File: src/glpf_pkg.sv
`default_nettype none

package glpf_pkg;

  localparam int DEF_MAX_COLS  = 32;
  localparam int DEF_ELEV_BITS = 16;

  localparam int ROW_W       = 10;
  localparam int COL_W       = 5;
  localparam int CFG_COLS_W  = 6;
  localparam int CFG_DATA_W  = 10;
  localparam int CFG_ADDR_W  = 1;
  localparam int OUT_TDATA_W = ((ROW_W + COL_W + 7) / 8) * 8;
  localparam int QUEUE_DEPTH = 2;

  localparam logic [CFG_ADDR_W-1:0] CFG_GRID_ROWS = 1'b0;
  localparam logic [CFG_ADDR_W-1:0] CFG_GRID_COLS = 1'b1;

  localparam logic [ROW_W-1:0]      ROWS_RESET = 10'd5;
  localparam logic [CFG_COLS_W-1:0] COLS_RESET = 6'd5;

  // per-item control carried through the command queue
  typedef struct packed {
    logic [ROW_W-1:0] row;
    logic             end_of_grid;
  } cmd_ctl_t;

  typedef struct packed {
    logic [ROW_W-1:0] peak_row;
    logic [COL_W-1:0] peak_col;
    logic             last_of_run;
  } result_t;

  typedef enum logic [2:0] {
    BK_IDLE,
    BK_EVAL,
    BK_SWRD,
    BK_SWEV,
    BK_FLUSH
  } back_state_t;

endpackage

`default_nettype wire

File: src/glpf_front.sv
`default_nettype none

module glpf_front import glpf_pkg::*; #(
  parameter int MAX_COLS  = DEF_MAX_COLS,
  parameter int ELEV_BITS = DEF_ELEV_BITS
) (
  input  wire logic                  clk,
  input  wire logic                  rst_n,
  input  wire logic                  in_tvalid,
  output logic                       in_tready,
  input  wire logic [ELEV_BITS-1:0]  in_elev,
  input  wire logic                  cfg_valid,
  output logic                       cfg_ready,
  input  wire logic [CFG_ADDR_W-1:0] cfg_addr,
  input  wire logic [CFG_DATA_W-1:0] cfg_data,
  input  wire logic                  q_full,
  output logic                       q_push,
  output cmd_ctl_t                   cmd_ctl,
  output logic [((MAX_COLS > 1) ? $clog2(MAX_COLS) : 1)-1:0] cmd_col,
  output logic [ELEV_BITS-1:0]       cmd_cell,
  output logic [((MAX_COLS > 1) ? $clog2(MAX_COLS) : 1):0]   cols_eff
);

  localparam int AW = (MAX_COLS > 1) ? $clog2(MAX_COLS) : 1;

  logic [ROW_W-1:0]      cfg_rows_r, cfg_rows_nxt;
  logic [CFG_COLS_W-1:0] cfg_cols_r, cfg_cols_nxt;
  logic [ROW_W-1:0]      row_pos_r, row_pos_nxt;
  logic [AW-1:0]         col_pos_r, col_pos_nxt;
  logic [ROW_W-1:0]      rows_eff;
  logic                  wrap;
  logic [ROW_W-1:0]      cur_row;
  logic [AW-1:0]         cur_col;
  logic                  last_col;
  logic                  last_row;
  logic                  accept;

  assign cfg_ready = 1'b1;
  assign in_tready = !q_full;
  assign accept    = in_tvalid && !q_full;

  always_comb begin
    if (cfg_cols_r == '0) begin
      cols_eff = (AW + 1)'(1);
    end else if (32'(cfg_cols_r) > MAX_COLS) begin
      cols_eff = (AW + 1)'(MAX_COLS);
    end else begin
      cols_eff = (AW + 1)'(cfg_cols_r);
    end
    rows_eff = (cfg_rows_r == '0) ? ROW_W'(1) : cfg_rows_r;
  end

  // a position left outside the grid by a register write restarts the grid
  always_comb begin
    wrap     = (row_pos_r >= rows_eff) || ({1'b0, col_pos_r} >= cols_eff);
    cur_row  = wrap ? '0 : row_pos_r;
    cur_col  = wrap ? '0 : col_pos_r;
    last_col = ({1'b0, cur_col} + (AW + 1)'(1)) == cols_eff;
    last_row = ({1'b0, cur_row} + (ROW_W + 1)'(1)) == {1'b0, rows_eff};
  end

  always_comb begin
    row_pos_nxt = row_pos_r;
    col_pos_nxt = col_pos_r;
    if (accept) begin
      if (last_col && last_row) begin
        row_pos_nxt = '0;
        col_pos_nxt = '0;
      end else if (last_col) begin
        row_pos_nxt = cur_row + ROW_W'(1);
        col_pos_nxt = '0;
      end else begin
        row_pos_nxt = cur_row;
        col_pos_nxt = cur_col + AW'(1);
      end
    end
  end

  always_comb begin
    cfg_rows_nxt = cfg_rows_r;
    cfg_cols_nxt = cfg_cols_r;
    if (cfg_valid) begin
      case (cfg_addr)
        CFG_GRID_ROWS: cfg_rows_nxt = cfg_data[ROW_W-1:0];
        CFG_GRID_COLS: cfg_cols_nxt = cfg_data[CFG_COLS_W-1:0];
        default: ;
      endcase
    end
  end

  always_ff @(posedge clk) begin
    if (!rst_n) begin
      cfg_rows_r <= ROWS_RESET;
      cfg_cols_r <= COLS_RESET;
      row_pos_r  <= '0;
      col_pos_r  <= '0;
    end else begin
      cfg_rows_r <= cfg_rows_nxt;
      cfg_cols_r <= cfg_cols_nxt;
      row_pos_r  <= row_pos_nxt;
      col_pos_r  <= col_pos_nxt;
    end
  end

  assign q_push              = accept;
  assign cmd_ctl.row         = cur_row;
  assign cmd_ctl.end_of_grid = last_col && last_row;
  assign cmd_col             = cur_col;
  assign cmd_cell            = in_elev;

endmodule

`default_nettype wire

File: src/glpf_cmd_fifo.sv
`default_nettype none

module glpf_cmd_fifo import glpf_pkg::*; #(
  parameter int DW = 8
) (
  input  wire logic          clk,
  input  wire logic          rst_n,
  input  wire logic          push,
  input  wire logic [DW-1:0] din,
  input  wire logic          pop,
  output logic [DW-1:0]      dout,
  output logic               full,
  output logic               empty
);

  localparam int PW = (QUEUE_DEPTH > 1) ? $clog2(QUEUE_DEPTH) : 1;
  localparam int CW = $clog2(QUEUE_DEPTH + 1);

  logic [DW-1:0] slot_r [QUEUE_DEPTH];
  logic [PW-1:0] wr_ptr_r, wr_ptr_nxt;
  logic [PW-1:0] rd_ptr_r, rd_ptr_nxt;
  logic [CW-1:0] cnt_r, cnt_nxt;
  logic          do_push;
  logic          do_pop;

  assign full    = (cnt_r == CW'(QUEUE_DEPTH));
  assign empty   = (cnt_r == '0);
  assign do_push = push && !full;
  assign do_pop  = pop && !empty;
  assign dout    = slot_r[rd_ptr_r];

  always_comb begin
    wr_ptr_nxt = wr_ptr_r;
    rd_ptr_nxt = rd_ptr_r;
    cnt_nxt    = cnt_r;
    if (do_push) begin
      wr_ptr_nxt = (wr_ptr_r == PW'(QUEUE_DEPTH - 1)) ? '0 : wr_ptr_r + PW'(1);
    end
    if (do_pop) begin
      rd_ptr_nxt = (rd_ptr_r == PW'(QUEUE_DEPTH - 1)) ? '0 : rd_ptr_r + PW'(1);
    end
    if (do_push && !do_pop) begin
      cnt_nxt = cnt_r + CW'(1);
    end else if (do_pop && !do_push) begin
      cnt_nxt = cnt_r - CW'(1);
    end
  end

  always_ff @(posedge clk) begin
    if (!rst_n) begin
      wr_ptr_r <= '0;
      rd_ptr_r <= '0;
      cnt_r    <= '0;
    end else begin
      wr_ptr_r <= wr_ptr_nxt;
      rd_ptr_r <= rd_ptr_nxt;
      cnt_r    <= cnt_nxt;
    end
  end

  always_ff @(posedge clk) begin
    if (do_push) begin
      slot_r[wr_ptr_r] <= din;
    end
  end

endmodule

`default_nettype wire

File: src/glpf_back.sv
`default_nettype none

module glpf_back import glpf_pkg::*; #(
  parameter int MAX_COLS  = DEF_MAX_COLS,
  parameter int ELEV_BITS = DEF_ELEV_BITS
) (
  input  wire logic                 clk,
  input  wire logic                 rst_n,
  input  wire logic [((MAX_COLS > 1) ? $clog2(MAX_COLS) : 1):0]   cols_eff,
  input  wire logic                 q_empty,
  output logic                      q_pop,
  input  wire cmd_ctl_t             q_ctl,
  input  wire logic [((MAX_COLS > 1) ? $clog2(MAX_COLS) : 1)-1:0] q_col,
  input  wire logic [ELEV_BITS-1:0] q_cell,
  output logic                      res_valid,
  input  wire logic                 res_ready,
  output result_t                   res
);

  localparam int AW = (MAX_COLS > 1) ? $clog2(MAX_COLS) : 1;

  // row stores: a holds the latest row per column, b the one before
  logic signed [ELEV_BITS-1:0] mem_a [MAX_COLS];
  logic signed [ELEV_BITS-1:0] mem_b [MAX_COLS];

  back_state_t                 state_r, state_nxt;
  logic [ROW_W-1:0]            cmd_row_r;
  logic [AW-1:0]               cmd_col_r;
  logic signed [ELEV_BITS-1:0] cmd_cell_r;
  logic                        cmd_eog_r;
  logic [AW-1:0]               k_r, k_nxt;
  logic signed [ELEV_BITS-1:0] left_r, left_nxt;
  logic signed [ELEV_BITS-1:0] a0_r, a1_r, b0_r;
  logic                        pend_valid_r, pend_valid_nxt;
  logic [ROW_W-1:0]            pend_row_r, pend_row_nxt;
  logic [AW-1:0]               pend_col_r, pend_col_nxt;
  logic                        out_valid_r, out_valid_nxt;
  result_t                     out_res_r, out_res_nxt;

  logic                        rd_en;
  logic [AW-1:0]               rd_addr0, rd_addr1;
  logic                        wr_en;
  logic                        sweep;
  logic [AW-1:0]               pos;
  logic signed [ELEV_BITS-1:0] self_v, up_v, down_v, left_v, right_v;
  logic                        cand;
  logic [ROW_W-1:0]            cand_row;
  logic                        can_emit;
  logic                        stall;
  logic                        push;
  result_t                     push_res;

  assign can_emit  = !out_valid_r || res_ready;
  assign res_valid = out_valid_r;
  assign res       = out_res_r;

  // neighbour selection for either a single decision or the last-row sweep
  always_comb begin
    sweep   = (state_r == BK_SWEV);
    pos     = sweep ? k_r : cmd_col_r;
    self_v  = a0_r;
    if (sweep) begin
      up_v = (cmd_row_r != '0) ? b0_r : self_v;
    end else begin
      up_v = (cmd_row_r >= ROW_W'(2)) ? b0_r : self_v;
    end
    down_v  = sweep ? self_v : cmd_cell_r;
    left_v  = (pos != '0) ? left_r : self_v;
    right_v = (({1'b0, pos} + (AW + 1)'(1)) < cols_eff) ? a1_r : self_v;
    cand    = (sweep || cmd_row_r != '0) &&
              (self_v >= up_v) && (self_v >= down_v) &&
              (self_v >= left_v) && (self_v >= right_v);
    cand_row = sweep ? cmd_row_r : cmd_row_r - ROW_W'(1);
    stall    = cand && pend_valid_r && !can_emit;
  end

  always_comb begin
    state_nxt      = state_r;
    k_nxt          = k_r;
    left_nxt       = left_r;
    pend_valid_nxt = pend_valid_r;
    pend_row_nxt   = pend_row_r;
    pend_col_nxt   = pend_col_r;
    q_pop          = 1'b0;
    rd_en          = 1'b0;
    rd_addr0       = q_col;
    rd_addr1       = q_col + AW'(1);
    wr_en          = 1'b0;
    push           = 1'b0;
    push_res       = '{peak_row: pend_row_r, peak_col: COL_W'(pend_col_r), last_of_run: 1'b0};

    case (state_r)
      BK_IDLE: begin
        if (!q_empty) begin
          q_pop     = 1'b1;
          rd_en     = 1'b1;
          state_nxt = BK_EVAL;
        end
      end
      BK_SWRD: begin
        rd_en     = 1'b1;
        rd_addr0  = k_r;
        rd_addr1  = k_r + AW'(1);
        state_nxt = BK_SWEV;
      end
      BK_EVAL, BK_SWEV: begin
        if (!stall) begin
          if (cand) begin
            // an earlier result of this run is now known not to be the last
            push           = pend_valid_r;
            pend_valid_nxt = 1'b1;
            pend_row_nxt   = cand_row;
            pend_col_nxt   = pos;
          end
          left_nxt = a0_r;
          if (state_r == BK_EVAL) begin
            wr_en = 1'b1;
            if (cmd_eog_r) begin
              k_nxt     = '0;
              state_nxt = BK_SWRD;
            end else begin
              state_nxt = (cand || pend_valid_r) ? BK_FLUSH : BK_IDLE;
            end
          end else if (({1'b0, k_r} + (AW + 1)'(1)) == cols_eff) begin
            state_nxt = (cand || pend_valid_r) ? BK_FLUSH : BK_IDLE;
          end else begin
            k_nxt     = k_r + AW'(1);
            state_nxt = BK_SWRD;
          end
        end
      end
      BK_FLUSH: begin
        if (can_emit) begin
          push                 = 1'b1;
          push_res.last_of_run = 1'b1;
          pend_valid_nxt       = 1'b0;
          state_nxt            = BK_IDLE;
        end
      end
      default: state_nxt = BK_IDLE;
    endcase

    out_valid_nxt = out_valid_r;
    out_res_nxt   = out_res_r;
    if (push) begin
      out_valid_nxt = 1'b1;
      out_res_nxt   = push_res;
    end else if (res_ready) begin
      out_valid_nxt = 1'b0;
    end
  end

  always_ff @(posedge clk) begin
    if (!rst_n) begin
      state_r      <= BK_IDLE;
      pend_valid_r <= 1'b0;
      out_valid_r  <= 1'b0;
    end else begin
      state_r      <= state_nxt;
      pend_valid_r <= pend_valid_nxt;
      out_valid_r  <= out_valid_nxt;
    end
  end

  always_ff @(posedge clk) begin
    k_r        <= k_nxt;
    left_r     <= left_nxt;
    pend_row_r <= pend_row_nxt;
    pend_col_r <= pend_col_nxt;
    out_res_r  <= out_res_nxt;
    if (q_pop) begin
      cmd_row_r  <= q_ctl.row;
      cmd_eog_r  <= q_ctl.end_of_grid;
      cmd_col_r  <= q_col;
      cmd_cell_r <= q_cell;
    end
  end

  // row stores: registered reads, one write per store
  always_ff @(posedge clk) begin
    if (rd_en) begin
      a0_r <= mem_a[rd_addr0];
      a1_r <= mem_a[rd_addr1];
      b0_r <= mem_b[rd_addr0];
    end
    if (wr_en) begin
      mem_a[cmd_col_r] <= cmd_cell_r;
      mem_b[cmd_col_r] <= a0_r;
    end
  end

endmodule

`default_nettype wire

File: src/grid_local_peak_finder_top.sv
// result path: command queue, then BK_IDLE pops and BK_EVAL decides; results leave via a register
// the back end finishes a cell before popping the next, plus BK_FLUSH when it found a peak
// end of grid: a last-row sweep follows, BK_SWRD then BK_SWEV per column, then any BK_FLUSH
// a 2-entry command queue lets the input run ahead while the back end is busy
// reset: synchronous active-low rst_n; position, queue and output clear, config to 5x5
// row stores are not cleared and hold undefined data until written
`default_nettype none

module grid_local_peak_finder_top import glpf_pkg::*; #(
  parameter int MAX_COLS  = DEF_MAX_COLS,
  parameter int ELEV_BITS = DEF_ELEV_BITS
) (
  input  wire logic                            clk,
  input  wire logic                            rst_n,
  // input stream, one cell per transfer in row-major order
  input  wire logic                            in_tvalid,
  output logic                                 in_tready,
  input  wire logic [((ELEV_BITS + 7) / 8) * 8 - 1:0] in_tdata, // elevation
  // result stream, one peak per transfer
  output logic                                 out_tvalid,
  input  wire logic                            out_tready,
  output logic [OUT_TDATA_W-1:0]               out_tdata,  // peak_row, peak_col, zero pad
  output logic                                 out_tlast,  // last_of_run
  // configuration writes: index 0 grid_rows, index 1 grid_cols
  input  wire logic                            cfg_valid,
  output logic                                 cfg_ready,
  input  wire logic [CFG_ADDR_W-1:0]           cfg_addr,
  input  wire logic [CFG_DATA_W-1:0]           cfg_data
);

  localparam int AW = (MAX_COLS > 1) ? $clog2(MAX_COLS) : 1;
  localparam int DW = ELEV_BITS + AW + $bits(cmd_ctl_t);

  cmd_ctl_t             cmd_ctl, q_ctl;
  logic [AW-1:0]        cmd_col, q_col;
  logic [ELEV_BITS-1:0] cmd_cell, q_cell;
  logic [AW:0]          cols_eff;
  logic                 q_push, q_pop, q_full, q_empty;
  logic [DW-1:0]        q_dout;
  result_t              res;

  // front: position tracking, config registers, tagging of each cell with row, column and grid end
  glpf_front #(
    .MAX_COLS  (MAX_COLS),
    .ELEV_BITS (ELEV_BITS)
  ) u_front (
    .clk       (clk),
    .rst_n     (rst_n),
    .in_tvalid (in_tvalid),
    .in_tready (in_tready),
    .in_elev   (in_tdata[ELEV_BITS-1:0]),
    .cfg_valid (cfg_valid),
    .cfg_ready (cfg_ready),
    .cfg_addr  (cfg_addr),
    .cfg_data  (cfg_data),
    .q_full    (q_full),
    .q_push    (q_push),
    .cmd_ctl   (cmd_ctl),
    .cmd_col   (cmd_col),
    .cmd_cell  (cmd_cell),
    .cols_eff  (cols_eff)
  );

  // command queue between front and back
  glpf_cmd_fifo #(
    .DW (DW)
  ) u_queue (
    .clk   (clk),
    .rst_n (rst_n),
    .push  (q_push),
    .din   ({cmd_cell, cmd_col, cmd_ctl}),
    .pop   (q_pop),
    .dout  (q_dout),
    .full  (q_full),
    .empty (q_empty)
  );

  assign q_ctl  = q_dout[$bits(cmd_ctl_t)-1:0];
  assign q_col  = q_dout[$bits(cmd_ctl_t) +: AW];
  assign q_cell = q_dout[$bits(cmd_ctl_t) + AW +: ELEV_BITS];

  // back: row stores, peak decisions, last-row sweep and output register
  glpf_back #(
    .MAX_COLS  (MAX_COLS),
    .ELEV_BITS (ELEV_BITS)
  ) u_back (
    .clk       (clk),
    .rst_n     (rst_n),
    .cols_eff  (cols_eff),
    .q_empty   (q_empty),
    .q_pop     (q_pop),
    .q_ctl     (q_ctl),
    .q_col     (q_col),
    .q_cell    (q_cell),
    .res_valid (out_tvalid),
    .res_ready (out_tready),
    .res       (res)
  );

  // pack the result fields, row in the low bits
  assign out_tdata = OUT_TDATA_W'({res.peak_col, res.peak_row});
  assign out_tlast = res.last_of_run;

endmodule

`default_nettype wire

File: config.mk
export PLATFORM = sky130hd
export DESIGN_NAME = grid_local_peak_finder_top
export DESIGN_NICKNAME = d
export VERILOG_FILES = /design/src/glpf_pkg.sv /design/src/glpf_front.sv /design/src/glpf_cmd_fifo.sv /design/src/glpf_back.sv /design/src/grid_local_peak_finder_top.sv
export SDC_FILE = /design/constraint.sdc
export NUM_CORES = 2
export LEC_CHECK = 0
export BUFFER_PORTS_ARGS = -buffer_cell sky130_fd_sc_hd__buf_4
export CAP_MARGIN = 10
export CORE_MARGIN = 2
export CORE_UTILIZATION = 50
export CTS_CLUSTER_DIAMETER = 100
export DETAILED_ROUTE_END_ITERATION = 8
export GPL_TIMING_DRIVEN = 0
export PLACE_DENSITY = 0.65
export SYNTH_ARGS = -nofsm -noshare
export SYNTH_HDL_FRONTEND = slang
export SYNTH_SLANG_ARGS = --single-unit
File: constraint.sdc
create_clock -name clk -period 9.3 [get_ports clk]
set_clock_uncertainty 0.2 [all_clocks]
set_input_delay 0.93 -clock clk [delete_from_list [all_inputs] [get_ports clk]]
set_output_delay 0.93 -clock clk [all_outputs]
set_load 0.01 [all_outputs]
==> summary.txt <==
GRT
  – First-pass GRT wire length: 250000 um
  – Global routing usage on met2: 0.466
  – Initial antenna violation count: 7
  – Vias in the first global route: 34400
  – GRT Max-Usage Layer: met2
  – Met1 GRT Util: 0.423
  – Largest net degree at the start of global routing: 39
  – Total GRT Usage: 0.304
  – Global route overflow: 0
  – GR Layer Usage met3: 0.0667

Yosys
  – Syn Area/Cell: 15.8 sq um
  – #FFs+latches synth: 1261
  – Yosys top cell by area: edfxtp_1
  – Main flop type after synthesis: edfxtp_1
  – Top-area cell type share of the netlist area: 0.648
  – Post-synth ARST share: 0
  – Synth top area cells: edfxtp_1, mux4_2, nand2_1, a211oi_1, mux2i_1
  – Fraction of the yosys area taken by sequential cells: 0.663
  – Mapped Nets: 3703
  – Post-synth EDFFs: 1220
  – Warnings from Yosys: 0
  – Mapped Area: 0.0565 sq mm
  – Unique masters post-synth: 83
  – Cells after Synth: 3580

Detailed routing
  – Drt total wl: 177000 um
  – Via count: 36100
  – Via density: 6.53
  – DRT iter0 DRCs: 5304
  – ANT nets after route: 0
  – DRC Markers: 0
  – Drt first pass iters: 6
  – Wire per inst: 32.0 um

Timing
  – RSZ-0062 raised after global routing: false
  – TNS Setup: 0 ns
  – Setup Viol. Count Final: 0
  – Fin crit period: 7.93 ns
  – Final WS setup: 1.37 ns
  – Least-Margin Pin Slew: 1.37 ns
  – Final Hold Viols: 0
  – Final Cycle Share: 0.852
  – Slew HR: 0.0778
  – Max-slew violations: 0
  – Max Fclk: 0.126 GHz

Power
  – Net Sw Power: 10.4 mW
  – Max VDD drop: 0.216 mV
  – Proportion of power drawn by combinational gates: 0.464
  – Power share of the clock group: 0.203
  – Sequential share of power: 0.332
  – Power per cell area: 378 mW/mm^2
  – Int Pwr: 14.3 mW
  – Switching portion of total power: 0.420
  – LEAKAGE: 21.9 nW

Worst setup path
  – Setup CP Type: flip-flop to flip-flop
  – Setup crit end kind: flip-flop
  – Highest-delay cell along the critical path: nor3_2
  – Max incr delay on CP: 0.89 ns
  – Critical path startpoint category: flip-flop
  – CP dominant cell by count: buf_6
  – CP Capture Point: u_back.mem_a[21][10]$_DFFE_PP_
  – Worst EP arrival: 8.18 ns
  – Internal reg-to-reg setup slack: 1.37 ns
  – Crit Path Max Fanout: 10
  – Worst reg2reg endpoint: u_back.mem_a[21][10]$_DFFE_PP_
  – Cells on worst reg2reg path: 27
  – CP startpoint: u_back.state_r[0]$_SDFFE_PN0P_
  – Reg-to-reg critical path startpoint: u_back.state_r[0]$_SDFFE_PN0P_
  – Critical Path RT: 9.55 ns

Finish
  – Layout cells sized above 1: 0.221
  – FILL cells: 8592
  – Final net count: 4054
  – Largest regs: u_back.mem_a (512), u_back.mem_b (512), u_queue.slot_r (64)
  – Layout Area Growth over Synthesis: 15.7%
  – Cell area after layout: 0.0654 sq mm

Hold path
  – Hold Path Class: input pin to flip-flop

Run status
  – Outcome: complete, no violations

CTS
  – H-tree levels: 4
  – Post-CTS Resized: 0
  – Worst-path clk slew: 0.06 ns
  – Clock Tree Buf Depth: 3
  – CTS tree: yes
  – Post-CTS Setup Repair Bufs: 0
  – CTS root buffer: clkbuf_16
  – Worst-Skew Late Latency: 0.77 ns
  – CTS buffer count: 131
  – Hold buffers post-CTS: 0
  – CTS sink cnt: 1261

Placed design
  – Detailed placement HPWL: 130000 um
  – Area after DPL: 0.0613 sq mm
  – Worst slack at placement: 1.44 ns
  – Number of I/O port buffers: 47
  – Placer Congestion: 1.04

Die
  – FP Rows: 123
  – Initial Util: 0.503
  – Die height: 340 um
  – Die area: 0.116 sq mm
  – Core area: 0.112 sq mm
  – IO Count: 52
  – Die Span X: 340 um

Flow run
  – Maxcap violations: 0
worst min-delay path by stage:
stage	startpoint	to	slack, ns	cells after the start
6_report	in_tdata[5]	u_queue.slot_r[1][21]$_DFFE_PP_	0.16	1
5_1_grt	in_tdata[13]	u_queue.slot_r[1][29]$_DFFE_PP_	0.15	1
4_1_cts	in_tdata[13]	u_queue.slot_r[1][29]$_DFFE_PP_	0.12	1
3_5_place_dp	u_back.pend_row_r[4]$_DFFE_PP_	u_back.res[10]$_DFFE_PP_	0.21	0
3_3_place_gp	u_back.pend_row_r[9]$_DFFE_PP_	u_back.res[15]$_DFFE_PP_	0.20	0
2_1_floorplan	u_back.pend_row_r[4]$_DFFE_PP_	u_back.res[10]$_DFFE_PP_	0.20	0
cells in the final DEF (no fill, tap or decap), types with 61 or more instances in the layout:
cell type and instances:
mux4_2 256, a31oi_1 67, a311oi_1 67, a211oi_1 180, nor2_1 77, and2_1 149
mux2_2 95, buf_4 69, nand2_1 372, clkbuf_16 136, clkbuf_1 152, ha_1 91
mux2i_1 134, buf_2 75, buf_6 111, edfxtp_1 1220, o21ai_0 61, a21oi_1 107
routing by layer:
| metal | part of all wire | vias up |
|---|---|---|
| li1 | - | 15000 |
| met1 | 0.39 | 18500 |
| met2 | 0.45 | 2276 |
| met3 | 0.11 | 376 |
| met4 | 0.046 | 2 |
| met5 | 0.000073 | - |
cells in the mapped netlist (21+ instances only):
cell / n
a211oi_1: 180
a21o_1: 28
a21oi_1: 108
a311oi_1: 67
a31oi_1: 67
and2_1: 149
buf_1: 36
buf_2: 75
clkbuf_1: 123
dfxtp_1: 41
edfxtp_1: 1220
ha_1: 91
inv_1: 39
mux2_2: 95
mux2i_1: 134
mux4_2: 256
nand2_1: 373
nand3_1: 33
nand4_1: 21
nor2_1: 78
nor3_1: 48
o211ai_1: 40
o21ai_0: 61
xnor2_1: 25
critical path: cells and delay by family (launching register included):
kind	cells	cell delay [ns]
muxes	2	0.48
and+or+nand+nor	7	2.31
buffers and inverters	8	1.57
DFF	1	0.42
adders and majority gates	3	0.88
AOI/OAI and AO/OA	7	1.71
cell type report:
cell class / count / area, sq um / share of cell area
Clock buffer: 167 / 3540 / 0.0541
Tap cell: 1500 / 1880 / 0.0287
Multi-Input combinational cell: 2033 / 18000 / 0.276
Buffer: 246 / 1080 / 0.0165
Timing Repair Buffer: 218 / 2810 / 0.0429
Sequential cell: 1261 / 37500 / 0.572
Inverter: 40 / 150 / 0.00229
Antenna cell: 2 / 5.00 / 0.0000765
Clock inverter: 65 / 487 / 0.00744
power groups by stage:
stage / Sequential, mW / Combinational (mW) / Clock (mW)
4_1_cts: 8.23 / 11.1 / 5.06
3_5_place_dp: 8.34 / 11.0 / 0
2_1_floorplan: 8.22 / 6.02 / 0
5_1_grt: 8.25 / 11.9 / 5.27
6_report: 8.21 / 11.5 / 5.02
3_3_place_gp: 8.94 / 9.78 / 0
metrics by stage:
| stage | std cells | total power, mW | utilization | hold WS (ns) |
|---|---|---|---|---|
| global placement | 5127 | 18.7 | 0.523 | 0.204 |
| CTS | 5525 | 24.3 | 0.582 | 0.121 |
| floorplan | 3580 | 14.2 | - | 0.200 |
| global route | 5530 | 25.4 | 0.582 | 0.145 |
| finish | 5532 | 24.7 | 0.582 | 0.157 |
| detailed placement | 5293 | 19.4 | 0.546 | 0.207 |
logic make-up after synthesis:
family	count (synthesis)	share of synthesized area
AND/OR/NAND/NOR	778	0.0655
buffers and inverters	286	0.0217
multiplexers	488	0.146
flip-flops	1261	0.663
other	2	0.000133
AO/OA/AOI/OAI	634	0.0782
adder cells (fa/ha/maj)	91	0.0201
XOR/XNOR	40	0.00620
(Power assumes the default switching activity.)
